===== config.mk =====
export PLATFORM = sky130hd
export DESIGN_NAME = pwm_duty_averaging_meter
export DESIGN_NICKNAME = d
export VERILOG_FILES = /design/src/rtl/core/pdam_pkg.sv /design/src/rtl/core/pwm_duty_averaging_meter.sv /design/src/rtl/core/pdam_accum.sv /design/src/rtl/core/pdam_divider.sv
export SDC_FILE = /design/constraint.sdc
export NUM_CORES = 1
export LEC_CHECK = 0
export BUFFER_PORTS_ARGS = -buffer_cell sky130_fd_sc_hd__buf_2
export CAP_MARGIN = 20
export CORE_MARGIN = 2
export CORE_UTILIZATION = 41
export CTS_BUF_LIST = sky130_fd_sc_hd__clkbuf_2
export DETAILED_ROUTE_END_ITERATION = 10
export SLEW_MARGIN = 20
export SYNTH_ARGS = -nofsm -noshare
export SYNTH_HDL_FRONTEND = slang
export SYNTH_SLANG_ARGS = --single-unit

===== constraint.sdc =====
create_clock -name clk_i -period 6 [get_ports clk_i]
set_clock_uncertainty 0.2 [all_clocks]
set_input_delay 0 -clock clk_i [delete_from_list [all_inputs] [get_ports clk_i]]
set_output_delay 0 -clock clk_i [all_outputs]
set_load 0.005 [all_outputs]

===== src/rtl/core/pdam_pkg.sv =====
// ----------------------------------------------------------------------------
// pdam_pkg
// Shared types and constants for the PWM duty averaging meter.
// ----------------------------------------------------------------------------
package pdam_pkg;

  localparam int unsigned CaptureW       = 16;
  localparam int unsigned SumW           = 22;
  localparam int unsigned DivisorW       = SumW - 1;
  localparam int unsigned DutyW          = 14;
  localparam int unsigned DutyShift      = 12;
  localparam int unsigned WindowCapturesDef = 32;

  // Serial step counts
  localparam int unsigned AccSteps = SumW;
  localparam int unsigned DivSteps = SumW + DutyShift;
  localparam int unsigned AccCntW  = $clog2(AccSteps);
  localparam int unsigned DivCntW  = $clog2(DivSteps);

  typedef enum logic [1:0] {
    ACT_PERIOD  = 2'd0,
    ACT_HIGH    = 2'd1,
    ACT_QUERY   = 2'd2,
    ACT_RESTART = 2'd3
  } action_e;

  typedef enum logic [1:0] {
    ST_IDLE,
    ST_ACCUM,
    ST_DIVIDE,
    ST_FINISH
  } state_e;

  typedef struct packed {
    action_e               action;
    logic [CaptureW-1:0]   capture_value;
  } in_word_t;

  typedef struct packed {
    logic                  window_full;
    logic [DutyW-1:0]      duty;
    logic                  divide_error;
  } out_word_t;

  typedef struct packed {
    logic start;
    logic clear;
  } acc_ctrl_t;

endpackage


===== src/rtl/core/pwm_duty_averaging_meter.sv =====
// ----------------------------------------------------------------------------
// pwm_duty_averaging_meter
// Averages PWM period and high-time captures over a window and reports duty.
// ----------------------------------------------------------------------------
// Input channel: in_valid_i / in_stall_o carry one word {action,
// capture_value}. Period (0) and high-time (1) captures add into 22-bit
// saturating sums until WINDOW_CAPTURES period captures are in; the window is
// then full and captures are ignored. A query (2) computes
// duty = (high_sum << 12) / (period_sum >> 1) when full and period_sum >=
// high_sum, flags divide_error on a zero divisor, else holds duty. A restart
// (3) clears sums, count and full flag; duty is kept.
// Output channel: out_valid_o / out_stall_i, exactly one word per input word.
// A capture runs through a 22-step bit-serial add and a query that divides
// through a 34-step restoring divider; other words go straight to the output.
// One word is in work at a time; the next word is taken as soon as the
// result sits in the output register, even if that is stalled.
// Reset clears sums, count, flags and duty. A stalled output holds its word.
// ----------------------------------------------------------------------------
module pwm_duty_averaging_meter #(
  parameter int unsigned WINDOW_CAPTURES = pdam_pkg::WindowCapturesDef
) (
  input  logic                clk_i,
  input  logic                rst_ni,
  input  logic                in_valid_i,
  output logic                in_stall_o,
  input  pdam_pkg::in_word_t  in_word_i,
  output logic                out_valid_o,
  input  logic                out_stall_i,
  output pdam_pkg::out_word_t out_word_o
);
  import pdam_pkg::*;

  localparam int unsigned CntW = (WINDOW_CAPTURES > 2) ? $clog2(WINDOW_CAPTURES) : 1;

  state_e          state_q, state_d;
  logic [CntW-1:0] count_q, count_d;
  logic            full_q, full_d;
  logic            err_q, err_d;
  logic [DutyW-1:0] duty_q, duty_d;
  logic            out_valid_q, out_valid_d;
  out_word_t       out_q, out_d;

  logic            in_fire, load_out;
  logic            p_start, h_start, div_start, err_set, restart, query_ok, div_zero;
  acc_ctrl_t       p_ctrl, h_ctrl;
  logic [SumW-1:0] period_sum, high_sum;
  logic            p_done, h_done, d_done;
  logic [DutyW-1:0] quot;

  // --- decode --------------------------------------------------------------
  always_comb begin
    in_fire   = in_valid_i && !in_stall_o;
    query_ok  = full_q && (period_sum >= high_sum);
    div_zero  = (period_sum[SumW-1:1] == '0);
    p_start   = in_fire && (in_word_i.action == ACT_PERIOD) && !full_q;
    h_start   = in_fire && (in_word_i.action == ACT_HIGH) && !full_q;
    div_start = in_fire && (in_word_i.action == ACT_QUERY) && query_ok && !div_zero;
    err_set   = (in_word_i.action == ACT_QUERY) && query_ok && div_zero;
    restart   = in_fire && (in_word_i.action == ACT_RESTART);
  end

  assign p_ctrl = '{start: p_start, clear: restart};
  assign h_ctrl = '{start: h_start, clear: restart};

  pdam_accum u_period (
    .clk_i   (clk_i),
    .rst_ni  (rst_ni),
    .ctrl_i  (p_ctrl),
    .value_i (in_word_i.capture_value),
    .done_o  (p_done),
    .sum_o   (period_sum)
  );

  pdam_accum u_high (
    .clk_i   (clk_i),
    .rst_ni  (rst_ni),
    .ctrl_i  (h_ctrl),
    .value_i (in_word_i.capture_value),
    .done_o  (h_done),
    .sum_o   (high_sum)
  );

  pdam_divider u_div (
    .clk_i      (clk_i),
    .rst_ni     (rst_ni),
    .start_i    (div_start),
    .dividend_i (high_sum),
    .divisor_i  (period_sum[SumW-1:1]),
    .done_o     (d_done),
    .quot_o     (quot)
  );

  // --- next state ----------------------------------------------------------
  always_comb begin
    state_d = state_q;
    unique case (state_q)
      ST_IDLE: begin
        if (in_fire) begin
          if (p_start || h_start) state_d = ST_ACCUM;
          else if (div_start)     state_d = ST_DIVIDE;
          else                    state_d = ST_FINISH;
        end
      end
      ST_ACCUM:  if (p_done || h_done) state_d = ST_FINISH;
      ST_DIVIDE: if (d_done) state_d = ST_FINISH;
      ST_FINISH: if (!out_valid_q || !out_stall_i) state_d = ST_IDLE;
      default:   state_d = ST_IDLE;
    endcase
  end

  // --- FSM outputs ---------------------------------------------------------
  always_comb begin
    in_stall_o = 1'b1;
    load_out   = 1'b0;
    unique case (state_q)
      ST_IDLE:   in_stall_o = 1'b0;
      ST_ACCUM,
      ST_DIVIDE: ;
      ST_FINISH: load_out = !out_valid_q || !out_stall_i;
      default:   ;
    endcase
  end

  // --- window bookkeeping and result ---------------------------------------
  always_comb begin
    count_d = count_q;
    full_d  = full_q;
    err_d   = err_q;
    duty_d  = duty_q;
    if (in_fire) err_d = err_set;
    if (restart) begin
      count_d = '0;
      full_d  = 1'b0;
    end else if (p_start) begin
      if (count_q == CntW'(WINDOW_CAPTURES - 1)) begin
        count_d = '0;
        full_d  = 1'b1;
      end else begin
        count_d = count_q + CntW'(1);
      end
    end
    if (d_done) duty_d = quot;
  end

  always_comb begin
    out_valid_d = out_valid_q;
    out_d       = out_q;
    if (out_valid_q && !out_stall_i) out_valid_d = 1'b0;
    if (load_out) begin
      out_valid_d = 1'b1;
      out_d       = '{window_full: full_q, duty: duty_q, divide_error: err_q};
    end
  end

  always_ff @(posedge clk_i or negedge rst_ni) begin
    if (!rst_ni) begin
      state_q     <= ST_IDLE;
      count_q     <= '0;
      full_q      <= 1'b0;
      err_q       <= 1'b0;
      duty_q      <= '0;
      out_valid_q <= 1'b0;
    end else begin
      state_q     <= state_d;
      count_q     <= count_d;
      full_q      <= full_d;
      err_q       <= err_d;
      duty_q      <= duty_d;
      out_valid_q <= out_valid_d;
    end
  end

  always_ff @(posedge clk_i) begin
    out_q <= out_d;
  end

  assign out_valid_o = out_valid_q;
  assign out_word_o  = out_q;

  // --- assertions ----------------------------------------------------------
  a_div_needs_full: assert property (@(posedge clk_i) disable iff (!rst_ni)
    div_start |-> (full_q && period_sum >= high_sum))
    else $error("divider started outside a full, valid window");

  a_one_at_a_time: assert property (@(posedge clk_i) disable iff (!rst_ni)
    in_fire |=> in_stall_o)
    else $error("new word taken while previous word still in work");

  a_full_from_period: assert property (@(posedge clk_i) disable iff (!rst_ni)
    $rose(full_q) |-> $past(p_start))
    else $error("window went full without a period capture");

  a_load_only_when_free: assert property (@(posedge clk_i) disable iff (!rst_ni)
    (out_valid_q && out_stall_i) |-> !load_out)
    else $error("output register overwritten while stalled");

endmodule


===== src/rtl/core/pdam_accum.sv =====
// ----------------------------------------------------------------------------
// pdam_accum
// Bit-serial saturating accumulator: adds a capture into the sum one bit per
// cycle, LSB first, rotating the sum through a shift register.
// ----------------------------------------------------------------------------
module pdam_accum (
  input  logic                        clk_i,
  input  logic                        rst_ni,
  input  pdam_pkg::acc_ctrl_t         ctrl_i,
  input  logic [pdam_pkg::CaptureW-1:0] value_i,
  output logic                        done_o,
  output logic [pdam_pkg::SumW-1:0]   sum_o
);
  import pdam_pkg::*;

  logic [SumW-1:0]     sum_q, sum_d;
  logic [CaptureW-1:0] add_q, add_d;
  logic [AccCntW-1:0]  cnt_q, cnt_d;
  logic                carry_q, carry_d;
  logic                busy_q, busy_d;
  logic                done_q, done_d;
  logic                s_bit, c_out, last;

  always_comb begin
    s_bit = sum_q[0] ^ add_q[0] ^ carry_q;
    c_out = (sum_q[0] & add_q[0]) | (sum_q[0] & carry_q) | (add_q[0] & carry_q);
    last  = (cnt_q == AccCntW'(AccSteps - 1));

    sum_d   = sum_q;
    add_d   = add_q;
    cnt_d   = cnt_q;
    carry_d = carry_q;
    busy_d  = busy_q;
    done_d  = 1'b0;

    if (ctrl_i.clear) begin
      sum_d  = '0;
      busy_d = 1'b0;
    end else if (ctrl_i.start) begin
      add_d   = value_i;
      cnt_d   = '0;
      carry_d = 1'b0;
      busy_d  = 1'b1;
    end else if (busy_q) begin
      sum_d   = {s_bit, sum_q[SumW-1:1]};
      add_d   = add_q >> 1;
      carry_d = c_out;
      cnt_d   = cnt_q + AccCntW'(1);
      if (last) begin
        // carry out of the top bit: saturate
        if (c_out) sum_d = '1;
        busy_d = 1'b0;
        done_d = 1'b1;
      end
    end
  end

  always_ff @(posedge clk_i or negedge rst_ni) begin
    if (!rst_ni) begin
      sum_q   <= '0;
      cnt_q   <= '0;
      carry_q <= 1'b0;
      busy_q  <= 1'b0;
      done_q  <= 1'b0;
    end else begin
      sum_q   <= sum_d;
      cnt_q   <= cnt_d;
      carry_q <= carry_d;
      busy_q  <= busy_d;
      done_q  <= done_d;
    end
  end

  always_ff @(posedge clk_i) begin
    add_q <= add_d;
  end

  assign done_o = done_q;
  assign sum_o  = sum_q;

endmodule


===== src/rtl/core/pdam_divider.sv =====
// ----------------------------------------------------------------------------
// pdam_divider
// Restoring divider, one quotient bit per cycle. Divides (dividend << 12) by
// the divisor; the quotient saturates at the duty width.
// ----------------------------------------------------------------------------
module pdam_divider (
  input  logic                          clk_i,
  input  logic                          rst_ni,
  input  logic                          start_i,
  input  logic [pdam_pkg::SumW-1:0]     dividend_i,
  input  logic [pdam_pkg::DivisorW-1:0] divisor_i,
  output logic                          done_o,
  output logic [pdam_pkg::DutyW-1:0]    quot_o
);
  import pdam_pkg::*;

  logic [SumW-1:0]     num_q, num_d;
  logic [SumW-1:0]     rem_q, rem_d;
  logic [DivisorW-1:0] div_q, div_d;
  logic [DutyW-1:0]    quot_q, quot_d;
  logic                ovf_q, ovf_d;
  logic [DivCntW-1:0]  cnt_q, cnt_d;
  logic                busy_q, busy_d;
  logic                done_q, done_d;
  logic [SumW-1:0]     rem_sh;
  logic                ge;

  always_comb begin
    rem_sh = {rem_q[SumW-2:0], num_q[SumW-1]};
    ge     = (rem_sh >= {1'b0, div_q});

    num_d  = num_q;
    rem_d  = rem_q;
    div_d  = div_q;
    quot_d = quot_q;
    ovf_d  = ovf_q;
    cnt_d  = cnt_q;
    busy_d = busy_q;
    done_d = 1'b0;

    if (start_i) begin
      num_d  = dividend_i;
      rem_d  = '0;
      div_d  = divisor_i;
      quot_d = '0;
      ovf_d  = 1'b0;
      cnt_d  = '0;
      busy_d = 1'b1;
    end else if (busy_q) begin
      num_d  = num_q << 1;
      rem_d  = ge ? (rem_sh - {1'b0, div_q}) : rem_sh;
      quot_d = {quot_q[DutyW-2:0], ge};
      // a one shifted past the top means the quotient is out of range
      ovf_d  = ovf_q | quot_q[DutyW-1];
      cnt_d  = cnt_q + DivCntW'(1);
      if (cnt_q == DivCntW'(DivSteps - 1)) begin
        busy_d = 1'b0;
        done_d = 1'b1;
      end
    end
  end

  always_ff @(posedge clk_i or negedge rst_ni) begin
    if (!rst_ni) begin
      cnt_q  <= '0;
      busy_q <= 1'b0;
      done_q <= 1'b0;
    end else begin
      cnt_q  <= cnt_d;
      busy_q <= busy_d;
      done_q <= done_d;
    end
  end

  always_ff @(posedge clk_i) begin
    num_q  <= num_d;
    rem_q  <= rem_d;
    div_q  <= div_d;
    quot_q <= quot_d;
    ovf_q  <= ovf_d;
  end

  assign done_o = done_q;
  assign quot_o = ovf_q ? '1 : quot_q;

endmodule

==> metrics.txt <==
Psw=631 uW; total grt overflow=0; Root Buffer=clkbuf_2; fin crit period=3.92 ns; Total GRT Usage=0.174; YS warnings=0; die height=167 um; die area=27800 um^2; Fillers=2466; Post-CTS Setup Inserts=0; sequential share of power=0.594; type of origin of the critical path=register; routed vias=8142; Final Cycle Share=0.653; DP Wirelength=15000 um; WS Path Type=register to register; Netlist cell types=69; Slew HR=0.296; CP peak stage delay=0.77 ns; f_max=255 MHz; synthesis-to-finish area growth=15.0%; Static Leakage=4.97 nW; PortBufs=39; H-Tree Depth=2; Initial Utilization=0.417; worst path cell trace=inv_1 > ha_1 > nand4_1 > nor3_1 > o211ai_1 > o221a_2 > a21oi_1 > o211a_4 > buf_4 > mux2_2; largest net degree at the start of global routing=64; I/O pins=40; synthesized flop and latch total=219; Syn Std Cell Area=10900 um^2; initial antenna violation count=1; clk_lat worst skew=0.84 ns; cell count after placement=1426; vias in the first global route=8178; Longest Clk Path Bufs=3; Final Setup Violations=0; Die W=167 um; final hold viol count=0; CTS tree=done; Primary FF master, synth=dfrtp_1; Critical Path AT=4.32 ns; nets@finish=1296; post-route insts no fill=1598; crit path max-delay cell type=o211a_4; status=completed; syn_area_per_cell=9.92 um^2; drt drc=0; Comb power frac=0.019; RSZ-0062 raised after global routing=false; P per Cell Area=208 nW/um^2; RePlAce Congestion=0.821; crit path buf inv count=2; Critical Path RT=6.40 ns; first-iteration detailed-routing DRC count=465; cell family with most CP delay=compound AO/OA/AOI/OAI gates; hold_buf cts=64; Pint=1.97 mW; drt wl/cell=14.9 um; fraction of registers with async set/reset=0.420; share of post-route cells with drive strength above 1=0.148; DRT antenna net count=0; clock share of power=0.387; TritonCTS buffer count=57; sw frac=0.243; number of synthesized flops with an enable pin=91; Worst Setup End Kind=register; site row count=59; sequential area share after synthesis=0.530; first-pass GRT wire length=40000 um; worst-margin pin slew=1.06 ns; Clock transition at path regs=0.12 ns; 1st-pass router iterations=6; worst hold-check path type=input pin to register; Core ar.=26100 um^2; Syn Inst Count=1095; max-cap viol count=0; CP max FO=63; CTS Sinks=219; Via-to-Cell Ratio=5.10; DRT Wirelength=23800 um; peak supply drop=0.123 mV; Slew Viols, Final=0; post-synthesis net count=1176; TNS Setup=0 ns; Gates resized, CTS repair=0
==> metrics by stage <==
step	hold WS [ns]	util	cell area, um^2	power, mW	setup slack (ns)
2_1_floorplan	-0.496	-	10900	1.58	2.96
3_3_place_gp	-0.129	0.433	11300	1.60	2.18
3_5_place_dp	-0.131	0.433	11300	1.60	2.11
4_1_cts	0.00826	0.479	12500	2.65	2.09
5_1_grt	0.141	0.479	12500	2.73	1.88
6_report	0.0996	0.479	12500	2.60	2.08
==> per-layer routing <==
metal,up-vias,GRT usage,share of wire,routed length [um]
met5,-,0,0,0
met4,0,0.0618,0.019,446
met1,3881,0.230,0.47,11300
met3,39,0.0307,0.038,911
met2,145,0.288,0.47,11200
li1,4077,-,-,-
==> sequential cells by signal (all words and copies together), names as in the netlist, 2 cells and up <==
name / count
state_q: 2
duty_q: 14
u_period.cnt_q: 5
u_div.rem_q: 21
u_high.sum_o: 22
u_div.div_q: 21
u_period.add_q: 16
u_div.cnt_q: 6
u_period.sum_o: 22
u_div.quot_q: 14
u_div.num_q: 22
u_high.cnt_q: 5
out_word_o: 16
count_q: 5
u_high.add_q: 16
==> synthesized netlist by cell type, types with 6 or more instances <==
cell type,n,area share
nand2_1,202,0.070
nor2_1,148,0.051
dfrtp_1,92,0.21
edfxtp_1,91,0.25
o21ai_0,68,0.031
inv_1,60,0.021
ha_1,56,0.065
a21oi_1,48,0.022
dfxtp_1,36,0.066
clkbuf_1,29,0.010
mux2_2,17,0.018
nand4_1,17,0.0098
a21o_1,14,0.0097
a211oi_1,13,0.0090
mux2i_1,13,0.012
nand3_1,11,0.0051
xnor2_1,11,0.0089
xor2_1,11,0.0089
a311oi_2,9,0.012
or3_1,9,0.0052
a311oi_1,8,0.0065
buf_2,8,0.0037
nor3_1,7,0.0032
nor4_1,7,0.0040
a31oi_1,6,0.0035
and2_1,6,0.0035
nand2b_1,6,0.0035
o21a_1,6,0.0041
==> tightest hold or removal path, delay by kind of cell <==
family | cells | cell delay [ns]
buffers and inverters | 2 | 0.67
and+or+nand+nor | 2 | 0.28
AOI/OAI and AO/OA | 1 | 0.13
==> cell usage in the layout, fill, tap and decap left out, types with 8 or more instances in the layout <==
master	count
a21oi_1	48
nand3_1	11
dlygate4sd3_1	64
mux2_2	17
xor2_1	11
buf_2	38
dfrtp_1	91
nand4_1	17
inv_1	60
a21o_1	14
a311oi_1	8
dfxtp_1	36
ha_1	56
nand2_1	202
clkinv_1	13
a311oi_2	9
a211oi_1	13
buf_4	10
o21ai_0	66
edfxtp_1	91
mux2i_1	13
nor2_1	148
clkbuf_2	90
xnor2_1	11
or3_1	9
==> kinds of logic (layout without fill, tap and decap cells) <==
kind of cell,Yosys count,in the layout,share of synthesized area
simple gates,443,443,0.175
buf+inv,112,279,0.0471
compound gates,206,206,0.126
flops,219,219,0.530
fa+ha+maj,59,59,0.0700
xor+xnor,22,22,0.0177
other cells,0,1,0
mux,34,34,0.0338
==> area by class of cell <==
cell class                 count  area (um^2)  area share
clock inverter                16         68.8     0.00551
multi-input combinational    764         4640       0.371
tap                          335          419      0.0336
inverter                      60          225      0.0180
sequential                   219         5760       0.461
clock buffer                  90          450      0.0361
antenna                        1         2.50    0.000200
timing repair buffer         113          933      0.0747
==> worst paths after layout <==
path	startpoint	endpoint	slack, ns	depth (start not counted)
worst min-delay path	in_word_i[17]	count_q[4]	0.1	5
max in group asynchronous	rst_ni	u_high.sum_o[4]	4.35	5
worst max-delay path	u_high.sum_o[11]	u_div.num_q[13]	2.08	10
worst min register to register	duty_q[2]	out_word_o[3]	0.25	0
min in group asynchronous	rst_ni	u_period.sum_o[9]	0.58	5
worst max register to register	u_high.sum_o[11]	u_div.num_q[13]	2.08	10
==> power groups by stage <==
stage               Clock [mW]  Sequential, mW  Combinational, mW
CTS                       1.06            1.55             0.0484
detailed placement           0            1.58             0.0248
floorplan                    0            1.58           0.000599
finish                    1.01            1.55             0.0483
global route              1.13            1.55             0.0540
global placement             0            1.58             0.0247
Note: power is estimated with default switching activity, not from simulation.
